File: src/hdl/prrl_pkg.sv
package prrl_pkg;

  localparam int RELAYS     = 6;
  localparam int TIMER_BITS = 16;
  localparam int DRIVE_W    = 6;
  localparam int CFG_TIME_W = 16;
  localparam int CFG_CNT_W  = 3;
  localparam int CFG_IDX_W  = 2;
  localparam int CFG_DATA_W = 16;
  localparam int IDX_W      = 3;

  typedef logic [TIMER_BITS-1:0] timer_t;

  localparam timer_t TIMER_MAX = '1;

  typedef enum logic [2:0] {
    FN_TICK   = 3'd0,
    FN_SET    = 3'd1,
    FN_FORCE  = 3'd2,
    FN_ON     = 3'd3,
    FN_OFF    = 3'd4,
    FN_TOGGLE = 3'd5,
    FN_GET    = 3'd6
  } func_t;

  localparam logic [CFG_IDX_W-1:0] CFG_ACTIVE = 2'd0;
  localparam logic [CFG_IDX_W-1:0] CFG_REPEAT = 2'd1;
  localparam logic [CFG_IDX_W-1:0] CFG_PRESS  = 2'd2;

  localparam logic [CFG_CNT_W-1:0]  ACTIVE_RST = 3'd6;
  localparam logic [CFG_TIME_W-1:0] REPEAT_RST = 16'd1000;
  localparam logic [CFG_TIME_W-1:0] PRESS_RST  = 16'd100;

  // Command sent to each relay slice; only hit differs between slices.
  typedef struct packed {
    logic  tick;
    logic  hit;
    func_t func;
    logic  target;
  } rly_cmd_t;

  // Status returned by one relay slice.
  typedef struct packed {
    logic on;
    logic ok;
    logic pulse_nxt;
  } rly_stat_t;

endpackage

File: src/hdl/prrl_relay.sv
module prrl_relay (
  input  logic                                  clk,
  input  logic                                  rst_n,
  input  prrl_pkg::rly_cmd_t                    cmd,
  input  logic [prrl_pkg::CFG_TIME_W-1:0]       repeat_time,
  input  logic [prrl_pkg::CFG_TIME_W-1:0]       press_time,
  output prrl_pkg::rly_stat_t                   stat
);

  logic             on_r, on_nxt;
  prrl_pkg::timer_t sp_r, sp_nxt;
  prrl_pkg::timer_t pl_r, pl_nxt;
  prrl_pkg::timer_t pl_dec;
  logic             want;
  logic             is_req;
  logic             can_pulse;
  logic             ok;

  always_comb begin
    want   = cmd.target;
    is_req = 1'b1;
    case (cmd.func)
      prrl_pkg::FN_SET:    want = cmd.target;
      prrl_pkg::FN_ON:     want = 1'b1;
      prrl_pkg::FN_OFF:    want = 1'b0;
      prrl_pkg::FN_TOGGLE: want = ~on_r;
      default:             is_req = 1'b0;
    endcase
  end

  assign can_pulse = 32'(sp_r) > 32'(repeat_time);
  assign pl_dec    = (pl_r != '0) ? pl_r - prrl_pkg::timer_t'(1) : pl_r;

  always_comb begin
    on_nxt = on_r;
    sp_nxt = sp_r;
    pl_nxt = pl_r;
    ok     = 1'b0;
    if (is_req) begin
      if (on_r == want) begin
        ok = 1'b1;
      end else if (can_pulse) begin
        ok = 1'b1;
        if (cmd.hit) begin
          pl_nxt = prrl_pkg::timer_t'(press_time);
          sp_nxt = '0;
          on_nxt = want;
        end
      end
    end else if (cmd.func == prrl_pkg::FN_FORCE) begin
      ok = 1'b1;
      if (cmd.hit) begin
        on_nxt = cmd.target;
      end
    end else if (cmd.func == prrl_pkg::FN_GET) begin
      ok = 1'b1;
    end
    // A tick first counts the pulse down, then ages the relay once it is idle.
    if (cmd.tick) begin
      pl_nxt = pl_dec;
      if (pl_dec == '0 && sp_r != prrl_pkg::TIMER_MAX) begin
        sp_nxt = sp_r + prrl_pkg::timer_t'(1);
      end
    end
  end

  always_ff @(posedge clk) begin
    if (!rst_n) begin
      on_r <= 1'b0;
      sp_r <= '0;
      pl_r <= '0;
    end else begin
      on_r <= on_nxt;
      sp_r <= sp_nxt;
      pl_r <= pl_nxt;
    end
  end

  assign stat.on        = on_r;
  assign stat.ok        = ok;
  assign stat.pulse_nxt = (pl_nxt != '0);

endmodule

File: src/hdl/pulse_relay_rate_limiter.sv
// Channel   | Direction | tdata (low bit up)                          | tuser
// in_*      | input     | relay_index[2:0], target_state, 4'b0        | func[2:0]
// out_*     | output    | ok, state_read, drive_lines[5:0]            | -
// cfg_*     | input     | write enable, register index, write data    | -
//
// An item is taken into an input register, evaluated against the relay state
// once the result register is free or draining, and written to the result register;
// one item per cycle while the output is not stalled.
// Synchronous active-low reset turns all relays off and clears all counters.
// A stalled result holds the input register, which then stalls the input side.
module pulse_relay_rate_limiter (
  input  logic                                clk,
  input  logic                                rst_n,
  input  logic                                in_tvalid,
  output logic                                in_tready,
  input  logic [7:0]                          in_tdata,  // relay_index[2:0], target_state
  input  logic [2:0]                          in_tuser,  // func[2:0]
  output logic                                out_tvalid,
  input  logic                                out_tready,
  output logic [7:0]                          out_tdata, // ok, state_read, drive_lines[5:0]
  input  logic                                cfg_wr_en,
  input  logic [prrl_pkg::CFG_IDX_W-1:0]      cfg_index,
  input  logic [prrl_pkg::CFG_DATA_W-1:0]     cfg_wdata
);

  logic [prrl_pkg::CFG_CNT_W-1:0]  act_r;
  logic [prrl_pkg::CFG_TIME_W-1:0] rep_r;
  logic [prrl_pkg::CFG_TIME_W-1:0] prs_r;

  logic                            in_vld_r;
  prrl_pkg::func_t                 in_func_r;
  logic [prrl_pkg::IDX_W-1:0]      in_idx_r;
  logic                            in_tgt_r;

  logic                            out_vld_r;
  logic                            out_ok_r, ok_nxt;
  logic                            out_rd_r, rd_nxt;
  logic [prrl_pkg::DRIVE_W-1:0]    out_drv_r, drv_nxt;

  logic                            adv;
  logic                            idx_ok;
  logic                            sel_ok;
  logic                            sel_on;
  prrl_pkg::rly_cmd_t              cmd [prrl_pkg::RELAYS];
  prrl_pkg::rly_stat_t             stat [prrl_pkg::RELAYS];

  always_ff @(posedge clk) begin
    if (!rst_n) begin
      act_r <= prrl_pkg::ACTIVE_RST;
      rep_r <= prrl_pkg::REPEAT_RST;
      prs_r <= prrl_pkg::PRESS_RST;
    end else if (cfg_wr_en) begin
      case (cfg_index)
        prrl_pkg::CFG_ACTIVE: act_r <= cfg_wdata[prrl_pkg::CFG_CNT_W-1:0];
        prrl_pkg::CFG_REPEAT: rep_r <= cfg_wdata[prrl_pkg::CFG_TIME_W-1:0];
        prrl_pkg::CFG_PRESS:  prs_r <= cfg_wdata[prrl_pkg::CFG_TIME_W-1:0];
        default: ;
      endcase
    end
  end

  assign adv       = in_vld_r && (!out_vld_r || out_tready);
  assign in_tready = !in_vld_r || adv;

  always_ff @(posedge clk) begin
    if (!rst_n) begin
      in_vld_r <= 1'b0;
    end else if (in_tready) begin
      in_vld_r <= in_tvalid;
    end
  end

  always_ff @(posedge clk) begin
    if (in_tready && in_tvalid) begin
      in_func_r <= prrl_pkg::func_t'(in_tuser);
      in_idx_r  <= in_tdata[2:0];
      in_tgt_r  <= in_tdata[3];
    end
  end

  // An index must lie below both the configured count and the relay count.
  assign idx_ok = (32'(in_idx_r) < 32'(act_r)) && (32'(in_idx_r) < prrl_pkg::RELAYS);

  always_comb begin
    sel_ok = 1'b0;
    sel_on = 1'b0;
    for (int i = 0; i < prrl_pkg::RELAYS; i++) begin
      if (32'(in_idx_r) == i) begin
        sel_ok = stat[i].ok;
        sel_on = stat[i].on;
      end
    end
  end

  for (genvar g = 0; g < prrl_pkg::RELAYS; g++) begin : g_relay
    always_comb begin
      cmd[g].tick   = adv && (in_func_r == prrl_pkg::FN_TICK);
      cmd[g].hit    = adv && idx_ok && (32'(in_idx_r) == g);
      cmd[g].func   = in_func_r;
      cmd[g].target = in_tgt_r;
    end

    prrl_relay u_relay (
      .clk         (clk),
      .rst_n       (rst_n),
      .cmd         (cmd[g]),
      .repeat_time (rep_r),
      .press_time  (prs_r),
      .stat        (stat[g])
    );
  end

  always_comb begin
    ok_nxt = 1'b0;
    rd_nxt = 1'b0;
    case (in_func_r)
      prrl_pkg::FN_TICK: ok_nxt = 1'b1;
      prrl_pkg::FN_SET, prrl_pkg::FN_FORCE, prrl_pkg::FN_ON,
      prrl_pkg::FN_OFF, prrl_pkg::FN_TOGGLE: ok_nxt = idx_ok && sel_ok;
      prrl_pkg::FN_GET: begin
        ok_nxt = idx_ok && sel_ok;
        rd_nxt = idx_ok && sel_on;
      end
      default: ;
    endcase
  end

  // Drive bits are active low and show the press pulse after this item; missing relays read high.
  always_comb begin
    drv_nxt = '1;
    for (int i = 0; i < prrl_pkg::DRIVE_W; i++) begin
      if (i < prrl_pkg::RELAYS) begin
        drv_nxt[i] = ~stat[i].pulse_nxt;
      end
    end
  end

  always_ff @(posedge clk) begin
    if (!rst_n) begin
      out_vld_r <= 1'b0;
    end else if (adv) begin
      out_vld_r <= 1'b1;
    end else if (out_tready) begin
      out_vld_r <= 1'b0;
    end
  end

  always_ff @(posedge clk) begin
    if (adv) begin
      out_ok_r  <= ok_nxt;
      out_rd_r  <= rd_nxt;
      out_drv_r <= drv_nxt;
    end
  end

  assign out_tvalid = out_vld_r;
  assign out_tdata  = {out_drv_r, out_rd_r, out_ok_r};

  // A tick always reports success.
  a_tick_ok: assert property (@(posedge clk) disable iff (!rst_n)
    adv && (in_func_r == prrl_pkg::FN_TICK) |=> out_tdata[0])
    else $error("tick result without ok");

  // Only a get can report a relay state.
  a_rd_get: assert property (@(posedge clk) disable iff (!rst_n)
    adv && (in_func_r != prrl_pkg::FN_GET) |=> !out_tdata[1])
    else $error("state_read set for a command other than get");

  // A held input item keeps its command until it is evaluated.
  a_hold: assert property (@(posedge clk) disable iff (!rst_n)
    in_vld_r && !adv |=> in_vld_r && $stable(in_func_r) && $stable(in_idx_r))
    else $error("pending item lost or changed");

  // A result is produced only when the result register was free or drained.
  a_no_overwrite: assert property (@(posedge clk) disable iff (!rst_n)
    out_vld_r && !out_tready |-> !adv)
    else $error("result overwritten while stalled");

endmodule
File: config.mk
export PLATFORM = sky130hd
export DESIGN_NAME = pulse_relay_rate_limiter
export DESIGN_NICKNAME = d
export VERILOG_FILES = /design/src/hdl/prrl_pkg.sv /design/src/hdl/prrl_relay.sv /design/src/hdl/pulse_relay_rate_limiter.sv
export SDC_FILE = /design/constraint.sdc
export NUM_CORES = 1
export LEC_CHECK = 0
export ABC_AREA = 0
export BUFFER_PORTS_ARGS = -buffer_cell sky130_fd_sc_hd__buf_2
export CAP_MARGIN = 20
export CORE_UTILIZATION = 58
export CTS_CLUSTER_DIAMETER = 100
export DETAILED_ROUTE_END_ITERATION = 10
export GPL_ROUTABILITY_DRIVEN = 0
export PLACE_DENSITY = 0.9
export SETUP_SLACK_MARGIN = 0.5
export SYNTH_ARGS = -nofsm -noshare
export SYNTH_HDL_FRONTEND = slang
export SYNTH_SLANG_ARGS = --single-unit
export TNS_END_PERCENT = 20
File: constraint.sdc
create_clock -name clk -period 3.1 [get_ports clk]
set_input_delay 0 -clock clk [delete_from_list [all_inputs] [get_ports clk]]
set_output_delay 0 -clock clk [all_outputs]
set_load 0.005 [all_outputs]
==> results of run 1 <==
-- what timing repair did --
| action | in CTS |
|---|---|
| cloned | 5 |
| hold buffers | 30 |
| pin swaps | 89 |
| endpoints found under the setup margin | 197 |
| gates resized for setup | 313 |
| endpoints found under the hold margin | 51 |
| buffers inserted | 57 |
-- per-layer routing --
metal  GRT usage, %  overflow
met5           31.3         0
met4           67.1        26
met3           57.9         0
met2           83.3        29
met1           67.2         0
-- through the flow --
stage / instance area (um^2) / setup TNS, ps
after floorplan: 17800 / -84.1
after global placement: 20600 / -2030
after detailed placement: 20600 / -8630
after CTS: 23900 / -1480
-- logic make-up after synthesis --
group,after synthesis
and+or+nand+nor,1040
muxes,25
xor gates and xnor gates,31
buffers and inverters,208
AOI/OAI and AO/OA,608
adders and majority gates,117
DFF,250
-- Yosys cell counts (25+ instances only) --
cell type  count
nand2_1      217
clkbuf_1      87
o31ai_1       31
and3_1        61
nand2b_1      32
nand4_1       65
nand3_1      111
a21oi_1      157
or3_1         42
a31oi_1       25
nor2_1       219
nor4_1        44
and2_1        32
o21ai_0      137
nor2b_1       28
ha_1         116
nor3_1        69
dfxtp_1      235
o211ai_1      41
inv_1         87
==> metrics.md, run 1 <==
| Metric | Value |
|---|---|
| Status | did not finish |
| Last stage | 5_1_grt |
| Stop err | [ERROR GRT-0116] Global routing finished with congestion. Check the congestion regions in the DRC Viewer. |
| Sequential share of the synthesized area | between 20% and 30% |
| Area share of the largest cell type after synthesis | between 20% and 30% |
| IO buf count | 39 |
| Post-synth net total | about 2.4k |
| Xor-xnor portion of the synthesized cell area | 1.54% |
| Post-Place Cells | about 2.9k |
| Largest family of logic cells by synthesized area | simple AND/OR/NAND/NOR gates |
| Main synth FF type | dfxtp_1 |
| Simple-gate share of the synthesized area | between 30 and 40% |
| Chip width | 176 um |
| Synth Warn # | 0 |
| Largest net degree at the start of global routing | 63 |
| Rows | 63 |
| H-tree depth | 1 |
| Dpl ws | -468 ps |
| Vias in the first global route | approximately 27k |
| Largest cells by area after synthesis | dfxtp_1 (27%), ha_1 (8.3%), nor2_1 (4.7%) |
| Gr ovfl total | 55 |
| Cell variety after synth | 98 |
| Post-synth EDFFs | 15 |
| Clk root buf | clkbuf_16 |
| Synth async-reset ratio | 0% |
| Compound-gate portion of the synthesized area | a little under a quarter |
| Num CTS Buffers | 29 |
| Synthesized area per cell | just under 8 um^2 |
| Post-synthesis mux area share | between 1 and 1.5% |
| Area share of fa/ha/maj cells after synthesis | under 10% |
| Initial Utilization | a little under 60% |
| #FFs+latches synth | 250 |
| DP Wirelength | between 40000 and 50000 um |
| Synth area leader | dfxtp_1 |
| First-pass GRT wire length | between 150000 and 200000 um |
| Height of the die | 176 um |
| Clock Path Buffers | 3 |
| Mapped Cells | 2279 |
| Syn Std Cell Area | between 15000 and 20000 um^2 |
| Ports | 44 |
| # clock sinks | 250 |
| Total track usage | between 60% and 70% |
==> inputs of run 2 (changes only) <==
CORE_UTILIZATION = 40   (was 58)
CTS_CLUSTER_DIAMETER = unset   (was 100)
PLACE_DENSITY = unset   (was 0.9)
PLACE_DENSITY_LB_ADDON = 0.15   (was unset)
SETUP_SLACK_MARGIN = unset   (was 0.5)
clock period = 4.05 ns   (was 3.1 ns; I/O delays follow)
==> run 2 against run 1 <==
The run now ends clean. Synthesized cell count is the same. Area after synthesis stayed put.
==> metrics.md, run 2 <==
| Metric | Value |
|---|---|
| Status | finished clean |
| Synth cell count leaders | dfxtp_1 (235), nor2_1 (219), nand2_1 (217), a21oi_1 (157), o21ai_0 (137) |
| Final #Nets | between 2k and 2.5k |
| IO buf count | 39 |
| DRC violations left | 0 |
| Num CTS Buffers | 34 |
| Synth Warn # | 0 |
| Fraction of layout cells with a size suffix above 1 | a little under 10% |
| Synthesized area per cell | approximately 7.7 um^2 |
| Clk_skew | approximately 15 ps |
| Switching pwr | 1.94 mW |
| # clock sinks | 250 |
| Sequential share of the synthesized area | between 20% and 30% |
| Clock Path Buffers | 3 |
| Clock power frac | a little under half |
| Synth async-reset ratio | 0% |
| Power Internal | between 4 and 5 mW |
| Final Cell Area | between 20000 and 25000 um^2 |
| Rows | 76 |
| Startpoint type of the worst setup path | flip-flop |
| Largest net degree at the start of global routing | 70 |
| Vias | approximately 18k |
| Pwr/cell area | 335 nW/um^2 |
| Crit Path Category | reg2reg |
| Power share of the combinational group | between 15 and 20% |
| Leakage | between 7 and 8 nW |
| Final hold vios | 0 |
| Largest cells by area after synthesis | dfxtp_1 (27%), ha_1 (8.3%), nor2_1 (4.7%) |
| Core Box Area | 43200 um^2 |
| Area Overhead vs Synth | 14.0% |
| Max-Cap Viols | 0 |
| Mapped Cells | roughly 2.3k |
| Top Family by Delay on Critical Path | simple AND/OR/NAND/NOR gates |
| Total track usage | 26.8% |
| Post-route non-filler standard cell count | roughly 3k |
| Clock latency on the worst-skew pair | between 500 and 600 ps |
| Post-synth net total | around 2.4k |
| Crit. End Element | flip-flop |
| Initial Utilization | about two fifths |
| DP Wirelength | 43800 um |
| Setup violators final | 0 |
| CP Data Required Time | between 4000 and 5000 ps |
| Most frequent cells in the layout | dfxtp_1 (235), nor2_1 (219), nand2_1 (217), a21oi_1 (157), o21ai_0 (136) |
| Area share of the largest cell type after synthesis | 26.8% |
| Hold Crit Class | in2reg |
| Commonest non-fill, non-tap cell in the layout | dfxtp_1 |
| Post-synth EDFFs | 15 |
| CTS tree | done |
| DR WL/cell | roughly 21 um |
| Via density | 6.11 |
| Buf+Inv Stages, Crit Path | 1 |
| Count leader, synth | dfxtp_1 |
| Max stage delay on crit path | a little under 600 ps |
| Worst Path Arrival | between 4000 and 5000 ps |
| DIE AREA | between 40000 and 50000 um^2 |
| RSZ-0062 raised after global routing | no |
| Initial drt markers | 1387 |
| Detail Route Antenna Nets | 0 |
| Crit path cell chain | inv_1, ha_1, and3_1, nand4_1, or4_4, o31a_1, a21oi_1, a221oi_1, or4_1, or4_1, nor4_2 |
| Biggest regs | g_relay.u_relay.pl_r x96, g_relay.u_relay.sp_r x96 |
| Initial antenna violation count | 1 |
| CP max-delay cell | or4_4 |
| H-tree depth | 2 |
| Vias in the first global route | 16.5k |
| Clk root buf | clkbuf_16 |
| Pre-antenna DRT Iters | 5 |
| Most common cell on crit path | or4_1 |
| #FFs+latches synth | 250 |
| Sequential fraction of design power | 39.0% |
| Peak VDD IR | 0.297 mV |
| Pins Over Slew Limit | 0 |
| Worst-margin pin slew | 890 ps |
| Gr ovfl total | 0 |
| Cell variety after synth | ~100 |
| Main synth FF type | dfxtp_1 |
| Chip width | ~210 um |
| Max FO, Critical Path | 6 |
| Syn Std Cell Area | around 18000 um^2 |
| Maximum clock rate | 258 MHz |
| TNS Setup | 0 ps |
| Synth area leader | dfxtp_1 |
| Final Core Density | between 40% and 50% |
| Clk slew on worst S/H paths | 60 ps |
| Total wire length | around 60000 um |
| Height of the die | around 210 um |
| Ports | 44 |
| First-pass GRT wire length | about 94000 um |
| Sw Ratio | 29.0% |
| Min Hold Slack | between 80 and 90 ps |
| Final critical-path share of the clock period | about 96% |
| Slew HR | about 40% |
| Post-Place Cells | roughly 2.8k |
| Final min period | a little under 4000 ps |
| DP Area | roughly 19000 um^2 |
[run 2: worst register-to-register path: stages (launching register included)]
cell	delay, ps
dfxtp_1	330
inv_1	180
ha_1	360
and3_1	170
nand4_1	160
or4_4	590
o31a_1	240
a21oi_1	280
a221oi_1	160
or4_1	530
or4_1	580
nor4_2	150
[run 2: through the flow]
step,setup slack [ps],total power [mW]
after floorplan,636,3.31
after CTS,40.4,6.75
after global routing,2.49,6.97
final,171,6.70
after detailed placement,73.6,3.63
after global placement,139,3.62
[run 2: logic make-up (layout without fill, tap and decap cells)]
family          Yosys count  in the layout  share of synthesized area [%]
flops                   250            250                           29.3
xor+xnor                 31             31                           1.54
simple gates           1040           1040                           31.3
compound gates          608            608                           23.0
fa+ha+maj               117            117                           8.31
other cells               0              2                              0
mux                      25             25                           1.45
buf+inv                 208            287                           5.07
[run 2: worst paths after layout]
kind / startpoint / endpoint / slack (ps) / cells after the start
hold reg to reg: rep_r[12] / rep_r[12] / 450 / 2
setup / recovery: rep_r[15] / out_drv_r[1] / 170 / 11
setup reg to reg: rep_r[15] / out_drv_r[1] / 170 / 11
hold / removal: cfg_wr_en / rep_r[15] / 90 / 6
[run 2: layout make-up]
type / count / area, um^2
clock inverter: 15 / 128
sequential: 250 / 5150
tap: 585 / 732
inverter: 87 / 329
antenna: 2 / 5.00
timing repair buffer: 140 / 1130
multi-input combinational: 1821 / 11600
clock buffer: 45 / 996
fill: 4327 / 23100
[run 2: what timing repair did]
item | 4_1_cts | 5_1_grt
endpoints found under the setup margin | 0 | 14
endpoints found under the hold margin | 61 | 0
hold buffers | 30 | 0
buffers inserted | 0 | 5
gates resized for setup | 0 | 4
[run 2: per-layer routing]
| layer | up-vias | wire, um | track usage, % |
|---|---|---|---|
| li1 | 8697 | - | - |
| met1 | 8543 | 26800 | 35.5 |
| met2 | 612 | 27500 | 42.9 |
| met3 | 131 | 3800 | 4.32 |
| met4 | 0 | 2480 | 11.6 |
| met5 | - | 0 | 0 |
[run 2: power groups by stage]
stage	combinational (mW)	clock, mW	sequential, mW
2_1_floorplan	0.690	0	2.62
3_3_place_gp	0.957	0	2.67
3_5_place_dp	0.969	0	2.67
4_1_cts	0.995	3.14	2.61
5_1_grt	1.10	3.24	2.62
6_report	1.01	3.08	2.62
Power figures use the tool's default switching activity.
